`config.mk`:
```
export PLATFORM = sky130hd
export DESIGN_NAME = frame_difference_centroid
export DESIGN_NICKNAME = d
export VERILOG_FILES = /design/src/design/fdc_pkg.sv /design/src/design/fdc_queue.sv /design/src/design/fdc_front.sv /design/src/design/fdc_div.sv /design/src/design/fdc_back.sv /design/src/design/frame_difference_centroid.sv
export SDC_FILE = /design/constraint.sdc
export NUM_CORES = 1
export LEC_CHECK = 0
export BUFFER_PORTS_ARGS = -buffer_cell sky130_fd_sc_hd__buf_2
export CAP_MARGIN = 15
export CORE_MARGIN = 2
export CORE_UTILIZATION = 40
export CTS_BUF_LIST = sky130_fd_sc_hd__clkbuf_8
export CTS_CLUSTER_SIZE = 16
export DETAILED_ROUTE_END_ITERATION = 10
export PLACE_DENSITY = 0.59
export SYNTH_ARGS = -nofsm -noshare
export SYNTH_HDL_FRONTEND = slang
export SYNTH_SLANG_ARGS = --single-unit
```
`constraint.sdc`:
```
create_clock -name clk -period 9.85 [get_ports clk]
set_input_delay 0.4925 -clock clk [delete_from_list [all_inputs] [get_ports clk]]
set_output_delay 0.4925 -clock clk [all_outputs]
set_load 0.01 [all_outputs]
```
`src/design/fdc_pkg.sv`:
```
package fdc_pkg;

  // Default frame size limits
  localparam int DEF_MAX_WIDTH  = 1024;
  localparam int DEF_MAX_HEIGHT = 1024;

  // Fixed field widths
  localparam int CFG_W     = 11;
  localparam int CFG_IDX_W = 1;
  localparam int PIX_W     = 8;
  localparam int GRAY_W    = 8;
  localparam int CENT_W    = 10;
  localparam int WSUM_W    = 15;

  // Register reset values
  localparam logic [CFG_W-1:0] RST_FRAME_WIDTH  = 11'd640;
  localparam logic [CFG_W-1:0] RST_FRAME_HEIGHT = 11'd480;

  // Register indexes
  localparam logic [CFG_IDX_W-1:0] REG_FRAME_WIDTH  = 1'b0;
  localparam logic [CFG_IDX_W-1:0] REG_FRAME_HEIGHT = 1'b1;

  // Color weights; the weighted sum is divided by W_TOTAL
  localparam logic [WSUM_W-1:0] W_BYTE0 = 15'd11;
  localparam logic [WSUM_W-1:0] W_BYTE1 = 15'd50;
  localparam logic [WSUM_W-1:0] W_BYTE2 = 15'd39;
  localparam logic [WSUM_W-1:0] W_TOTAL = 15'd100;

  // Divide by 100 as multiply by 5243 / 2^19 (exact for sums up to 25500)
  localparam int                RECIP_W     = 13;
  localparam logic [RECIP_W-1:0] RECIP_MUL  = 13'd5243;
  localparam int                RECIP_SHIFT = 19;

  // Back end sequencer states
  typedef enum logic [1:0] {
    B_IDLE,
    B_DIV,
    B_DONE
  } back_state_t;

  // Absolute difference of two pixel bytes
  function automatic logic [PIX_W-1:0] abs_diff(input logic [PIX_W-1:0] a,
                                                input logic [PIX_W-1:0] b);
    return (a > b) ? (a - b) : (b - a);
  endfunction

endpackage

```
`src/design/fdc_queue.sv`:
```
module fdc_queue #(
  parameter int WIDTH = 8,
  parameter int DEPTH = 4
) (
  input  logic             clk,
  input  logic             rst,
  input  logic             wr_en,
  input  logic [WIDTH-1:0] wr_data,
  input  logic             rd_en,
  output logic [WIDTH-1:0] rd_data,
  output logic             full,
  output logic             empty
);
  localparam int AW = (DEPTH > 1) ? $clog2(DEPTH) : 1;
  localparam int CNT_W = $clog2(DEPTH + 1);

  logic [WIDTH-1:0] mem [DEPTH];
  logic [AW-1:0]    wr_ptr;
  logic [AW-1:0]    rd_ptr;
  logic [CNT_W-1:0] count;

  assign full    = (count == CNT_W'(DEPTH));
  assign empty   = (count == '0);
  assign rd_data = mem[rd_ptr];

  // Store words
  always_ff @(posedge clk) begin
    if (wr_en) begin
      mem[wr_ptr] <= wr_data;
    end
  end

  // Advance pointers and fill count
  always_ff @(posedge clk) begin
    if (rst) begin
      wr_ptr <= '0;
      rd_ptr <= '0;
      count  <= '0;
    end else begin
      if (wr_en) begin
        wr_ptr <= (wr_ptr == AW'(DEPTH - 1)) ? '0 : wr_ptr + 1'b1;
      end
      if (rd_en) begin
        rd_ptr <= (rd_ptr == AW'(DEPTH - 1)) ? '0 : rd_ptr + 1'b1;
      end
      if (wr_en && !rd_en) begin
        count <= count + 1'b1;
      end else if (rd_en && !wr_en) begin
        count <= count - 1'b1;
      end
    end
  end

endmodule

```
`src/design/fdc_front.sv`:
```
module fdc_front #(
  parameter int MAX_WIDTH  = 1024,
  parameter int MAX_HEIGHT = 1024,
  parameter int CW         = 10,
  parameter int RW         = 10,
  parameter int EW         = 36
) (
  input  logic                       clk,
  input  logic                       rst,
  input  logic                       push,
  input  logic [fdc_pkg::PIX_W-1:0]  cur_byte0,
  input  logic [fdc_pkg::PIX_W-1:0]  cur_byte1,
  input  logic [fdc_pkg::PIX_W-1:0]  cur_byte2,
  input  logic [fdc_pkg::PIX_W-1:0]  bg_byte0,
  input  logic [fdc_pkg::PIX_W-1:0]  bg_byte1,
  input  logic [fdc_pkg::PIX_W-1:0]  bg_byte2,
  input  logic [fdc_pkg::CFG_W-1:0]  frame_width,
  input  logic [fdc_pkg::CFG_W-1:0]  frame_height,
  input  logic                       q_full,
  output logic                       q_wr,
  output logic [EW-1:0]              q_data
);
  import fdc_pkg::*;

  localparam int SZW_A = ($clog2(MAX_WIDTH + 1) > CFG_W) ? $clog2(MAX_WIDTH + 1) : CFG_W;
  localparam int SZW   = ($clog2(MAX_HEIGHT + 1) > SZW_A) ? $clog2(MAX_HEIGHT + 1) : SZW_A;

  logic [CW-1:0]     column_count;
  logic [RW-1:0]     row_count;
  logic [SZW-1:0]    fw_ext;
  logic [SZW-1:0]    fh_ext;
  logic [SZW-1:0]    eff_w;
  logic [SZW-1:0]    eff_h;
  logic              row_end;
  logic              last;
  logic [PIX_W-1:0]  d0;
  logic [PIX_W-1:0]  d1;
  logic [PIX_W-1:0]  d2;
  logic [WSUM_W-1:0] wsum;

  // Clamp the frame size into the supported range
  always_comb begin
    fw_ext = SZW'(frame_width);
    fh_ext = SZW'(frame_height);
    if (fw_ext == '0) begin
      eff_w = SZW'(1);
    end else if (fw_ext > SZW'(MAX_WIDTH)) begin
      eff_w = SZW'(MAX_WIDTH);
    end else begin
      eff_w = fw_ext;
    end
    if (fh_ext == '0) begin
      eff_h = SZW'(1);
    end else if (fh_ext > SZW'(MAX_HEIGHT)) begin
      eff_h = SZW'(MAX_HEIGHT);
    end else begin
      eff_h = fh_ext;
    end
  end

  // Classify the position: row end and frame end
  assign row_end = (SZW'(column_count) >= (eff_w - SZW'(1)));
  assign last    = row_end && (SZW'(row_count) >= (eff_h - SZW'(1)));

  // Weighted sum of the absolute byte differences
  assign d0   = abs_diff(cur_byte0, bg_byte0);
  assign d1   = abs_diff(cur_byte1, bg_byte1);
  assign d2   = abs_diff(cur_byte2, bg_byte2);
  assign wsum = WSUM_W'(d0) * W_BYTE0 + WSUM_W'(d1) * W_BYTE1 + WSUM_W'(d2) * W_BYTE2;

  assign q_wr   = push && !q_full;
  assign q_data = {wsum, last, column_count, row_count};

  // Advance column and row on each accepted word
  always_ff @(posedge clk) begin
    if (rst) begin
      column_count <= '0;
      row_count    <= '0;
    end else if (q_wr) begin
      if (last) begin
        column_count <= '0;
        row_count    <= '0;
      end else if (row_end) begin
        column_count <= '0;
        row_count    <= row_count + 1'b1;
      end else begin
        column_count <= column_count + 1'b1;
      end
    end
  end

endmodule

```
`src/design/fdc_div.sv`:
```
module fdc_div #(
  parameter int DW   = 31,
  parameter int CNTW = 21
) (
  input  logic            clk,
  input  logic            rst,
  input  logic            start,
  input  logic [DW-1:0]   dividend_a,
  input  logic [DW-1:0]   dividend_b,
  input  logic [CNTW-1:0] divisor,
  output logic [DW-1:0]   quot_a,
  output logic [DW-1:0]   quot_b,
  output logic            done
);
  localparam int STEP_W = $clog2(DW + 1);

  logic [CNTW-1:0]   dvs;
  logic [CNTW:0]     ra;
  logic [CNTW:0]     rb;
  logic [STEP_W-1:0] step;
  logic              busy;
  logic [CNTW:0]     sa;
  logic [CNTW:0]     sb;
  logic              ge_a;
  logic              ge_b;

  // One restoring step for each quotient
  assign sa   = {ra[CNTW-1:0], quot_a[DW-1]};
  assign sb   = {rb[CNTW-1:0], quot_b[DW-1]};
  assign ge_a = (sa >= {1'b0, dvs});
  assign ge_b = (sb >= {1'b0, dvs});

  // Hold the operands and iterate one bit per cycle
  always_ff @(posedge clk) begin
    if (start) begin
      quot_a <= dividend_a;
      quot_b <= dividend_b;
      ra     <= '0;
      rb     <= '0;
      dvs    <= divisor;
    end else if (busy) begin
      ra     <= ge_a ? (sa - {1'b0, dvs}) : sa;
      rb     <= ge_b ? (sb - {1'b0, dvs}) : sb;
      quot_a <= {quot_a[DW-2:0], ge_a};
      quot_b <= {quot_b[DW-2:0], ge_b};
    end
  end

  // Step counter and completion pulse
  always_ff @(posedge clk) begin
    if (rst) begin
      busy <= 1'b0;
      step <= '0;
      done <= 1'b0;
    end else begin
      done <= busy && (step == STEP_W'(DW - 1));
      if (start) begin
        busy <= 1'b1;
        step <= '0;
      end else if (busy) begin
        step <= step + 1'b1;
        if (step == STEP_W'(DW - 1)) begin
          busy <= 1'b0;
        end
      end
    end
  end

endmodule

```
`src/design/fdc_back.sv`:
```
module fdc_back #(
  parameter int CW   = 10,
  parameter int RW   = 10,
  parameter int CNTW = 21,
  parameter int DW   = 31,
  parameter int EW   = 36
) (
  input  logic                        clk,
  input  logic                        rst,
  input  logic                        q_empty,
  input  logic [EW-1:0]               q_data,
  output logic                        q_rd,
  input  logic                        pop,
  output logic                        empty,
  output logic [fdc_pkg::GRAY_W-1:0]  diff_gray,
  output logic                        frame_end,
  output logic [fdc_pkg::CENT_W-1:0]  centroid_x,
  output logic [fdc_pkg::CENT_W-1:0]  centroid_y,
  output logic                        centroid_valid
);
  import fdc_pkg::*;

  localparam int PROD_W = WSUM_W + RECIP_W;

  back_state_t state;
  back_state_t state_next;

  logic [WSUM_W-1:0]  e_wsum;
  logic               e_last;
  logic [CW-1:0]      e_col;
  logic [RW-1:0]      e_row;
  logic [PROD_W-1:0]  prod;
  logic [GRAY_W-1:0]  gray;
  logic               hit;
  logic [DW-1:0]      column_sum;
  logic [DW-1:0]      row_sum;
  logic [CNTW-1:0]    hit_count;
  logic [DW-1:0]      col_sum_upd;
  logic [DW-1:0]      row_sum_upd;
  logic [CNTW-1:0]    hit_upd;
  logic [GRAY_W-1:0]  gray_hold;
  logic               frame_hit;
  logic               out_free;
  logic               load_pixel;
  logic               load_frame;
  logic               div_start;
  logic [DW-1:0]      quot_a;
  logic [DW-1:0]      quot_b;
  logic               div_done;

  assign {e_wsum, e_last, e_col, e_row} = q_data;

  // Gray value by reciprocal multiply; nonzero exactly when the sum reaches 100
  assign prod = PROD_W'(e_wsum) * PROD_W'(RECIP_MUL);
  assign gray = prod[RECIP_SHIFT +: GRAY_W];
  assign hit  = (e_wsum >= W_TOTAL);

  assign col_sum_upd = hit ? (column_sum + DW'(e_col)) : column_sum;
  assign row_sum_upd = hit ? (row_sum + DW'(e_row)) : row_sum;
  assign hit_upd     = hit ? (hit_count + 1'b1) : hit_count;

  assign out_free = empty || pop;

  fdc_div #(
    .DW   (DW),
    .CNTW (CNTW)
  ) u_div (
    .clk        (clk),
    .rst        (rst),
    .start      (div_start),
    .dividend_a (col_sum_upd),
    .dividend_b (row_sum_upd),
    .divisor    (hit_upd),
    .quot_a     (quot_a),
    .quot_b     (quot_b),
    .done       (div_done)
  );

  // Next state
  always_comb begin
    state_next = state;
    case (state)
      B_IDLE: begin
        if (!q_empty && out_free && e_last) begin
          state_next = B_DIV;
        end
      end
      B_DIV: begin
        if (div_done) begin
          state_next = B_DONE;
        end
      end
      B_DONE: begin
        if (out_free) begin
          state_next = B_IDLE;
        end
      end
      default: state_next = B_IDLE;
    endcase
  end

  // Sequencer outputs
  always_comb begin
    q_rd       = 1'b0;
    load_pixel = 1'b0;
    load_frame = 1'b0;
    div_start  = 1'b0;
    case (state)
      B_IDLE: begin
        q_rd       = !q_empty && out_free;
        load_pixel = q_rd && !e_last;
        div_start  = q_rd && e_last;
      end
      B_DIV: begin
      end
      B_DONE: begin
        load_frame = out_free;
      end
      default: begin
      end
    endcase
  end

  always_ff @(posedge clk) begin
    if (rst) begin
      state <= B_IDLE;
    end else begin
      state <= state_next;
    end
  end

  // Accumulate sums; clear them when the frame closes
  always_ff @(posedge clk) begin
    if (rst) begin
      column_sum <= '0;
      row_sum    <= '0;
      hit_count  <= '0;
    end else if (div_start) begin
      column_sum <= '0;
      row_sum    <= '0;
      hit_count  <= '0;
    end else if (load_pixel) begin
      column_sum <= col_sum_upd;
      row_sum    <= row_sum_upd;
      hit_count  <= hit_upd;
    end
  end

  // Hold the last pixel's gray and the frame's any-hit flag while dividing
  always_ff @(posedge clk) begin
    if (div_start) begin
      gray_hold <= gray;
      frame_hit <= (hit_upd != '0);
    end
  end

  // Output word register
  always_ff @(posedge clk) begin
    if (rst) begin
      empty <= 1'b1;
    end else if (load_pixel || load_frame) begin
      empty <= 1'b0;
    end else if (pop) begin
      empty <= 1'b1;
    end
  end

  always_ff @(posedge clk) begin
    if (load_pixel) begin
      diff_gray      <= gray;
      frame_end      <= 1'b0;
      centroid_x     <= '0;
      centroid_y     <= '0;
      centroid_valid <= 1'b0;
    end else if (load_frame) begin
      diff_gray      <= gray_hold;
      frame_end      <= 1'b1;
      centroid_x     <= frame_hit ? quot_a[CENT_W-1:0] : '0;
      centroid_y     <= frame_hit ? quot_b[CENT_W-1:0] : '0;
      centroid_valid <= frame_hit;
    end
  end

endmodule

```
`src/design/frame_difference_centroid.sv`:
```
// Pixel words: registered in the queue, then the output register; 1 pixel per cycle
//   while the queue is not full and results are popped.
// Frame end: the centroid waits on a bit-serial divider, one quotient bit per cycle,
//   so the last pixel of a frame is poppable only after the divide; the 4-word queue
//   keeps taking pixels meanwhile, until it is full.
// Reset (rst, synchronous): frame size 640 x 480, position and sums cleared, queues empty.
module frame_difference_centroid #(
  parameter int MAX_WIDTH  = fdc_pkg::DEF_MAX_WIDTH,
  parameter int MAX_HEIGHT = fdc_pkg::DEF_MAX_HEIGHT
) (
  input  logic                          clk,
  input  logic                          rst,
  input  logic                          push,
  output logic                          full,
  input  logic [fdc_pkg::PIX_W-1:0]     cur_byte0,
  input  logic [fdc_pkg::PIX_W-1:0]     cur_byte1,
  input  logic [fdc_pkg::PIX_W-1:0]     cur_byte2,
  input  logic [fdc_pkg::PIX_W-1:0]     bg_byte0,
  input  logic [fdc_pkg::PIX_W-1:0]     bg_byte1,
  input  logic [fdc_pkg::PIX_W-1:0]     bg_byte2,
  output logic                          empty,
  input  logic                          pop,
  output logic [fdc_pkg::GRAY_W-1:0]    diff_gray,
  output logic                          frame_end,
  output logic [fdc_pkg::CENT_W-1:0]    centroid_x,
  output logic [fdc_pkg::CENT_W-1:0]    centroid_y,
  output logic                          centroid_valid,
  input  logic                          cfg_wr_en,
  input  logic [fdc_pkg::CFG_IDX_W-1:0] cfg_addr,
  input  logic [fdc_pkg::CFG_W-1:0]     cfg_wdata
);
  import fdc_pkg::*;

  localparam int CW     = $clog2(MAX_WIDTH);
  localparam int RW     = $clog2(MAX_HEIGHT);
  localparam int CNTW   = $clog2(MAX_WIDTH * MAX_HEIGHT + 1);
  localparam int DW     = ((CW > RW) ? CW : RW) + CNTW;
  localparam int EW     = WSUM_W + 1 + CW + RW;
  localparam int Q_DEPTH = 4;

  logic [CFG_W-1:0] frame_width;
  logic [CFG_W-1:0] frame_height;
  logic             q_wr;
  logic             q_rd;
  logic             q_empty;
  logic [EW-1:0]    q_wdata;
  logic [EW-1:0]    q_rdata;

  // Configuration registers
  always_ff @(posedge clk) begin
    if (rst) begin
      frame_width  <= RST_FRAME_WIDTH;
      frame_height <= RST_FRAME_HEIGHT;
    end else if (cfg_wr_en) begin
      case (cfg_addr)
        REG_FRAME_WIDTH:  frame_width  <= cfg_wdata;
        REG_FRAME_HEIGHT: frame_height <= cfg_wdata;
        default: begin
        end
      endcase
    end
  end

  fdc_front #(
    .MAX_WIDTH  (MAX_WIDTH),
    .MAX_HEIGHT (MAX_HEIGHT),
    .CW         (CW),
    .RW         (RW),
    .EW         (EW)
  ) u_front (
    .clk          (clk),
    .rst          (rst),
    .push         (push),
    .cur_byte0    (cur_byte0),
    .cur_byte1    (cur_byte1),
    .cur_byte2    (cur_byte2),
    .bg_byte0     (bg_byte0),
    .bg_byte1     (bg_byte1),
    .bg_byte2     (bg_byte2),
    .frame_width  (frame_width),
    .frame_height (frame_height),
    .q_full       (full),
    .q_wr         (q_wr),
    .q_data       (q_wdata)
  );

  fdc_queue #(
    .WIDTH (EW),
    .DEPTH (Q_DEPTH)
  ) u_queue (
    .clk     (clk),
    .rst     (rst),
    .wr_en   (q_wr),
    .wr_data (q_wdata),
    .rd_en   (q_rd),
    .rd_data (q_rdata),
    .full    (full),
    .empty   (q_empty)
  );

  fdc_back #(
    .CW   (CW),
    .RW   (RW),
    .CNTW (CNTW),
    .DW   (DW),
    .EW   (EW)
  ) u_back (
    .clk            (clk),
    .rst            (rst),
    .q_empty        (q_empty),
    .q_data         (q_rdata),
    .q_rd           (q_rd),
    .pop            (pop),
    .empty          (empty),
    .diff_gray      (diff_gray),
    .frame_end      (frame_end),
    .centroid_x     (centroid_x),
    .centroid_y     (centroid_y),
    .centroid_valid (centroid_valid)
  );

  // Centroid fields are zero on words that do not close a frame
  a_mid_frame_zero: assert property (@(posedge clk) disable iff (rst)
    (!empty && !frame_end) |-> (!centroid_valid && centroid_x == '0 && centroid_y == '0))
    else $error("centroid fields set on a mid-frame word");

  // A valid centroid only rides on a frame end word
  a_valid_at_end: assert property (@(posedge clk) disable iff (rst)
    (!empty && centroid_valid) |-> frame_end)
    else $error("centroid valid without frame end");

  // The back end never reads an empty queue
  a_no_underrun: assert property (@(posedge clk) disable iff (rst)
    q_rd |-> !q_empty)
    else $error("queue read while empty");

  // Reset leaves no word waiting
  a_reset_empty: assert property (@(posedge clk)
    rst |=> empty)
    else $error("result waiting after reset");

endmodule
```
[Word level (Yosys, flattened, before mapping)]
Memories as Yosys holds them, arrays and structs flattened. A register that Yosys moved wholly into a read port is not among the register bits.
Cells that the tools add are included.
W data, S select, Z words.
Storage, ports and cells
  register bits: 306
  memory bits (writable): 144
  input port bits: 65
  output and inout bits: 32
  logic and storage cells: 149
  memories kept: 1
Memory list
  u_queue.mem: depth 4, bits a word 36, read ports 1, clocked after Yosys merged registers in 1, write ports 1, line fdc_queue.sv:17  | logic [WIDTH-1:0] mem [DEPTH];
Operators by class
  $add $sub $neg: 22
  $mul: 4
  order comparisons: 10
  equal/unequal tests: 9
  muxes and demuxes: 45
  bitwise logic cells: 1
  reduce and logical (&&, ||, !) cells: 30
Operators by type and width (number)
  $mux W31: 6
  $mux W21: 3
  $add A31 B10 Y31: 2
  $mux W10: 6
  $sub A8 B8 Y8: 6
  $ge A22 B21 Y1: 2
  $mux W11: 4
  $sub A21 B21 Y21: 2
  $mux W8: 5
  $mul A15 B13 Y27 const B: 1
  $gt A8 B8 Y1: 3
  $ge A10 B11 Y1: 2
  $gt A11 B11 Y1 const B: 2
  $logic_not A11 Y1: 2
  $sub A11 B1 Y11 const B: 2
  $add A21 B1 Y21 const B: 1
  $reduce_bool A21 Y1: 1
  $add A10 B1 Y10 const B: 2
  $add A12 B14 Y15: 1
  $add A15 B14 Y15: 1
  $ge A15 B7 Y1 const B: 1
  $mul A8 B6 Y14 const B: 1
  $mux W2: 7
  $mul A8 B5 Y13 const B: 1
  other kinds (24): 57

[Depth between registers and ports, before layout]
Gate-level depths: netlist (run 1).
  depth after elaboration: 8
  mapped depth: 33
  depth with buffers taken out: 33

[Modules after synthesis]
Synthesis (run 1) repeated with hierarchy kept, for this count alone.
Second synthesis, totals
  cell total of the unflattened synthesis: 3165
  area, all modules: 32157.1 um^2
By module, submodules not included
  fdc_back: times used 1, cells an instance 1290, area each 11153.2 um^2, sequential area each 2672.6 um^2
  fdc_div: times used 1, cells an instance 745, area each 7838.8 um^2, sequential area each 3473.3 um^2
  fdc_front: times used 1, cells an instance 812, area each 6546.3 um^2, sequential area each 400.4 um^2
  fdc_queue: times used 1, cells an instance 232, area each 5689.2 um^2, sequential area each 4504.3 um^2
  frame_difference_centroid: times used 1, cells an instance 86, area each 929.6 um^2, sequential area each 440.4 um^2

[Worst setup path after synthesis (run 1)]
OpenSTA, ideal clock, no wires.
  path kind: input to register
  start point: input port cur_byte1[2] (netlist bit)
  end point: memory u_queue.mem[0][35] (netlist bit), data pin
  setup time: 269 ps
  arrival time: 7458 ps
  required time: 9581 ps
  setup slack: 2123 ps
  cell stages on the path: 32
  path buffers: 1
  cell sequence: inv_1 > ha_1 > buf_2 > a21o_1 > a21oi_1 > o21ai_1 > a31oi_1 > nor2_1 > mux2_2 > a31o_2 > xor2_1 > ha_1 > ha_1 > inv_1 > fa_1 > inv_1 > ha_1 > a21oi_1 > o21ai_0 > a21oi_1 > xnor2_1 > ha_1 > inv_1 > fa_1 > fa_1 > inv_1 > ha_1 > and2_1 > o21a_1 > a41o_1 > o41a_1 > xor2_1
On the way
  word-level cells in the longest chain between the ends: 5
  elaborated cells between the ends (all ways): 7
  classes of those cells: add/sub (4); mul (1); order compare (1); mux (1)
RTL lines
  start, declared: line frame_difference_centroid.sv:16  | input logic [fdc_pkg::PIX_W-1:0] cur_byte1,
  $sub A8 B8 Y8 / $gt A8 B8 Y1 (equally long branches): line fdc_pkg.sv:44  | return (a > b) ? (a - b) : (b - a);
  $mux W8 (*): line fdc_pkg.sv:44
  $mul A8 B5 Y13 (*): line fdc_front.sv:69  | assign wsum = WSUM_W'(d0) * W_BYTE0 + WSUM_W'(d1) * W_BYTE1 + WSUM_W'(d2) * W_BYTE2;
  $add A12 B14 Y15 (*): line fdc_front.sv:69
  $add A15 B14 Y15 (*): line fdc_front.sv:69
  named net q_wdata[35]: line frame_difference_centroid.sv:46  | logic [EW-1:0] q_wdata;
  end, declared: line fdc_queue.sv:17
The timed path passes the listed nets; every way through them passes the cells marked *.

[Worst setup path after layout (run 1)]
  start point: input port cur_byte1[0] (netlist bit)
  end point: memory u_queue.mem[0][35] (netlist bit), data pin
The elaborated chain is that of the path after synthesis.

==> run summary, run 1 <==
total grt overflow = 0
RSZ-0062 raised after global routing = no
CTS tree = yes
antenna-violating nets left = 0
Post-Synthesis Cells = 3102
Hold Path Class = in -> reg
GPL Wtd Cong = 0.857
Seq/Total Area, Yosys = 0.373
CP required = 10290 ps
die area = 0.0792 sq mm
Clock Tree Root = clkbuf_8
syn_nets = 3615
cts hold-fix bufs = 0
cell accounting for the most synthesized area = edfxtp_1
most common cell in the synthesized netlist = inv_1
Hold Path Origin = cfg_wdata[5]
DRC = 0
area delta synth->final = 9.88%
starting density of the core = 0.405
Clk Latency, worst-skew pair = 680 ps
WS Path Type = in -> reg
post-synth top area share = 0.238
Synth Register Bits = 452
Fmax achieved = 0.125 GHz
CTS Buf Count = 78
synth warn = 0
slowest CP cell = fa_1
CP startpoint = cur_byte1[0]
worst-path maximum fanout = 7
Hold Vio Cnt, Final = 0
share of synthesized registers carrying an async set or reset = 0
Die H = 282 um
max-slew violation count = 0
die width = 282 um
max cap viols = 0
1st-pass router iterations = 7
reg2reg path depth = 20
first-pass GRT wire length = 110 mm
Placeable Area = 0.0761 sq mm
routed vias/inst = 5.13
initial antenna violation count = 1
Post-Syn Area = 0.0308 sq mm
Min-Delay Path Depth = 3
Clock Path Buffers = 3
setup violators final = 0
hpwl dp = 48.7 mm
# rows = 101
top_reg_cell synth = edfxtp_1
TNS Setup = 0 ps
vias post-DR = 21900
total track usage = 0.171
most frequent cells after synthesis = inv_1, ha_1, nand2_1, edfxtp_1, dfxtp_1
min cycle time layout = 7980 ps
syn_area_per_cell = 9.93 sq um
CP peak stage delay = 560 ps
nets = 3690
post-route clock period utilization = 0.810
Slew headroom = 0.242
Slew @ Worst Pin = 1140 ps
number of synthesized flops with an enable pin = 244
via count of the first global-routing pass = 21500
largest cells by area after synthesis = edfxtp_1, dfxtp_1, ha_1, fa_1, inv_1
endpoint type of the worst setup path = flop
initial DRC count = 1124
number of library cell types mapped by synthesis = 87
Clk pin slew, worst setup/hold paths = 60 ps
proportion of layout cells with a drive suffix above 1 = 0.0975
H-tree depth = 3
Setup Buffers After CTS = 0
Critical Path AT = 8420 ps
Port Buffers = 96
CTS Sinks = 452
cts repair resizes = 0
status = finished clean
Setup crit start kind = input port
largest net degree at the start of global routing = 82
Layout Skew = 38.0 ps
Routed WL per cell = 15.7 um
I/O pins = 97
WL final = 67.1 mm
[final timing paths]
path,to,slack (ps)
min reg2reg,u_back.u_div.rb[20],460
max reg2reg,u_back.diff_gray[7],2930
max,u_queue.mem[0][35],1870
min,frame_height[5],70
[area by class of cell]
class,count,area (sq um)
Antenna cell,1,2.50
Clock buffer,91,1250
Clock inverter,52,318
Fill cell,7428,42200
Inverter,363,1360
Multi-Input combinational cell,2168,17500
Sequential cell,452,11500
Tap cell,1030,1290
Timing Repair Buffer,114,616
[cells by family after synthesis]
family                   after synthesis  share of synthesized area
adder cells (fa/ha/maj)              448                      0.212
AO/OA/AOI/OAI                        643                      0.127
buffers and inverters                482                     0.0598
AND/OR/NAND/NOR                      773                      0.121
flip-flops                           452                      0.373
multiplexers                         112                     0.0517
XOR/XNOR                             192                     0.0546
[cells in the final DEF (no fill, tap or decap), drive strengths merged, types with 8 or more instances in the layout]
cell type  synthesis  routed
nand3             51      51
or4                8       8
dfxtp            208     208
or2               10      10
and2              21      21
o31ai             12      12
clkinv             1      21
a22oi             11      11
ha               323     323
o21a              14      14
clkbuf            93      91
a21o              39      39
a22o              26      26
xnor2             99      99
o22ai              9       9
fa               125     125
a31oi             33      33
buf               26     114
mux4              36      36
a41oi              8       8
nand2b            28      28
xor2              93      93
a211oi            13      13
inv              362     389
mux2i             58      58
nand4             36      36
nor2b             19      19
nand2            284     284
or3               46      46
o21ai            204     204
a21boi            10      10
a21oi            200     200
edfxtp           244     244
and3              31      31
nor4               9       9
o211ai            10      10
and4               9       9
nor2             150     150
mux2              18      18
nor3              54      54
[stage by stage]
step | setup slack [ps] | utilization | hold WS [ps] | std cells | cell area (sq um)
floorplan | 2120 | - | 427 | 3102 | 30800
global placement | 1430 | 0.424 | 453 | 4127 | 32300
detailed placement | 1270 | 0.424 | 451 | 4127 | 32300
CTS | 1930 | 0.445 | 15.6 | 4270 | 33800
global route | 1330 | 0.445 | 42.0 | 4271 | 33800
finish | 1870 | 0.445 | 68.8 | 4271 | 33800
[registers in the layout (all words and copies together), names as in the netlist, 3 cells and up, named ones only]
name                  cells
u_back.u_div.dvs         21
u_back.hit_count         21
frame_height             11
u_back.u_div.step         5
u_back.u_div.ra          21
u_queue.count             3
u_back.u_div.quot_b      31
u_back.diff_gray          8
u_back.row_sum           31
frame_width              11
u_back.u_div.rb          21
u_front.column_count     10
u_back.u_div.quot_a      31
u_back.column_sum        31
u_back.centroid_y        10
u_queue.mem             144
u_front.row_count        10
u_back.gray_hold          8
u_back.centroid_x        10
[critical path, delay by kind of cell]
family / cells / cell delay [ps]
xor+xnor: 3 / 690
buf+inv: 7 / 410
mux: 1 / 410
simple gates: 2 / 700
compound gates: 11 / 2310
fa+ha+maj: 10 / 3400
[metal layers]
layer / vias to the layer above / track usage / share of wire
met5: - / 0 / 0
met4: 0 / 0.0505 / 0.022
met3: 103 / 0.0225 / 0.034
met2: 328 / 0.286 / 0.46
met1: 10400 / 0.232 / 0.48
li1: 11000 / - / -
Power of run 1 is left out: the tool's default activity adds up to more than one toggle a clock period on the data nets, which glitch-free logic cannot reach.
==> run 2: changes to the inputs <==
--- a/config.mk
+++ b/config.mk
@@ -12,7 +12,7 @@
 export CTS_BUF_LIST = sky130_fd_sc_hd__clkbuf_8
 export CTS_CLUSTER_SIZE = 16
 export DETAILED_ROUTE_END_ITERATION = 10
-export PLACE_DENSITY = 0.59
+export PLACE_DENSITY = 0.61
 export SYNTH_ARGS = -nofsm -noshare
 export SYNTH_HDL_FRONTEND = slang
 export SYNTH_SLANG_ARGS = --single-unit
==> constraint.sdc (replaced) <==
create_clock -name clk -period 7.1 [get_ports clk]
set_input_delay 0.355 -clock clk [delete_from_list [all_inputs] [get_ports clk]]
set_output_delay 0.355 -clock clk [all_outputs]
set_load 0.01 [all_outputs]
==> run 2 against run 1 <==
Die area unchanged. Worst hold slack better by 96 ps. Critical path depth is 2 lower. Clock-buffer cell count down 8. Sequential share of layout area down 0.86 points. Core utilization rose by 1.2 points. Routed wire length down 0.40%. Setup slack got worse by 1500 ps. Cell count increased by 2.6%. Critical endpoint is now u_queue.mem[3][35]. Largest cell class unchanged. Highest routed layer unchanged.
==> run summary, run 2 (synthesized netlist as in run 1, its figures left out) <==
Clock Path Buffers = 3
Clk pin slew, worst setup/hold paths = 60 ps
Layout Skew = 39.9 ps
Setup Buffers After CTS = 0
Slew @ Worst Pin = 1130 ps
CTS Buf Count = 77
Clk Latency, worst-skew pair = 670 ps
post-route clock period utilization = 0.947
Clock Tree Root = clkbuf_8
vias post-DR = 22300
die area = 0.0792 sq mm
initial DRC count = 1180
Placeable Area = 0.0761 sq mm
reg2reg path depth = 23
Hold Path Origin = rst
CP peak stage delay = 520 ps
CTS tree = yes
# rows = 101
R2R setup slack = 660 ps
Fmax achieved = 0.149 GHz
initial antenna violation count = 2
cts repair resizes = 0
starting density of the core = 0.405
area delta synth->final = 12.7%
largest reg by FF count = u_queue.mem
Final Util = 0.456
1st-pass router iterations = 7
worst-path maximum fanout = 4
Setup crit start kind = input port
routed vias/inst = 5.08
most frequent cells in the layout = inv_1, ha_1, nand2_1
total grt overflow = 0
RSZ-0062 raised after global routing = no
Min-Delay Path Depth = 2
nets = 3801
max-slew violation count = 0
proportion of layout cells with a drive suffix above 1 = 0.126
status = finished clean
fin cells = 4381
I/O pins = 97
slowest CP cell = fa_1
Routed WL per cell = 15.3 um
antenna-violating nets left = 0
WS Path Type = in -> reg
first-pass GRT wire length = 111 mm
WL final = 66.9 mm
CTS Sinks = 452
setup violators final = 0
endpoint type of the worst setup path = flop
die width = 282 um
largest net degree at the start of global routing = 79
Port Buffers = 96
Slew headroom = 0.244
DRC = 0
cts hold-fix bufs = 12
total track usage = 0.171
worst hold path endpoint = u_queue.wr_ptr[0]
via count of the first global-routing pass = 21900
Hold Vio Cnt, Final = 0
Critical Path AT = 7100 ps
min cycle time layout = 6730 ps
H-tree depth = 3
TNS Setup = 0 ps
hpwl dp = 49.5 mm
max reg flops = 144
Hold Path Class = in -> reg
critical path's most frequent cell = inv_1
Die H = 282 um
reg2reg end = u_back.diff_gray[7]
most common cell after layout, fill and taps aside = inv_1
cell count after placement = 4227
CP required = 7470 ps
GPL Wtd Cong = 0.876
max cap viols = 0
[run 2: worst max-delay path by stage]
stage | start | to | cells past startpoint
final | cur_byte1[0] | u_queue.mem[3][35] | 32
after floorplan | cur_byte1[0] | u_queue.mem[0][35] | 31
after detailed placement | cur_byte1[0] | u_queue.mem[2][35] | 32
after global placement | cur_byte1[0] | u_queue.mem[2][35] | 32
after CTS | cur_byte1[0] | u_queue.mem[3][35] | 32
after global routing | cur_byte1[0] | u_queue.mem[0][34] | 35
[run 2: metal layers]
metal,track usage,wire (um)
met1,0.229,31400
met2,0.287,31200
met3,0.0253,2580
met4,0.0518,1670
met5,0,0
[run 2: area by class of cell]
type / count / area (sq um)
tap: 1030 / 1290
multi-input combinational: 2168 / 17600
sequential: 452 / 11500
fill: 7311 / 41300
clock buffer: 83 / 1140
antenna: 1 / 2.50
clock inverter: 58 / 325
timing repair buffer: 226 / 1500
inverter: 363 / 1360
[run 2: per-stage QoR]
stage	hold WS, ps	setup WS (ps)	instance area [sq um]
finish	165	375	34700
global route	150	1.29	34700
CTS	116	389	34700
detailed placement	448	-295	33100
global placement	446	-263	33100
floorplan	427	2.49	30900
[run 2: worst max-delay path, delay by kind of cell]
| family | cells | cell delay, ps |
|---|---|---|
| adder cells (fa/ha/maj) | 10 | 3560 |
| AO/OA/AOI/OAI | 9 | 1770 |
| AND/OR/NAND/NOR | 2 | 170 |
| XOR/XNOR | 3 | 510 |
| buffers and inverters | 7 | 410 |
| multiplexers | 1 | 310 |
Power of run 2 is left out for the same reason.
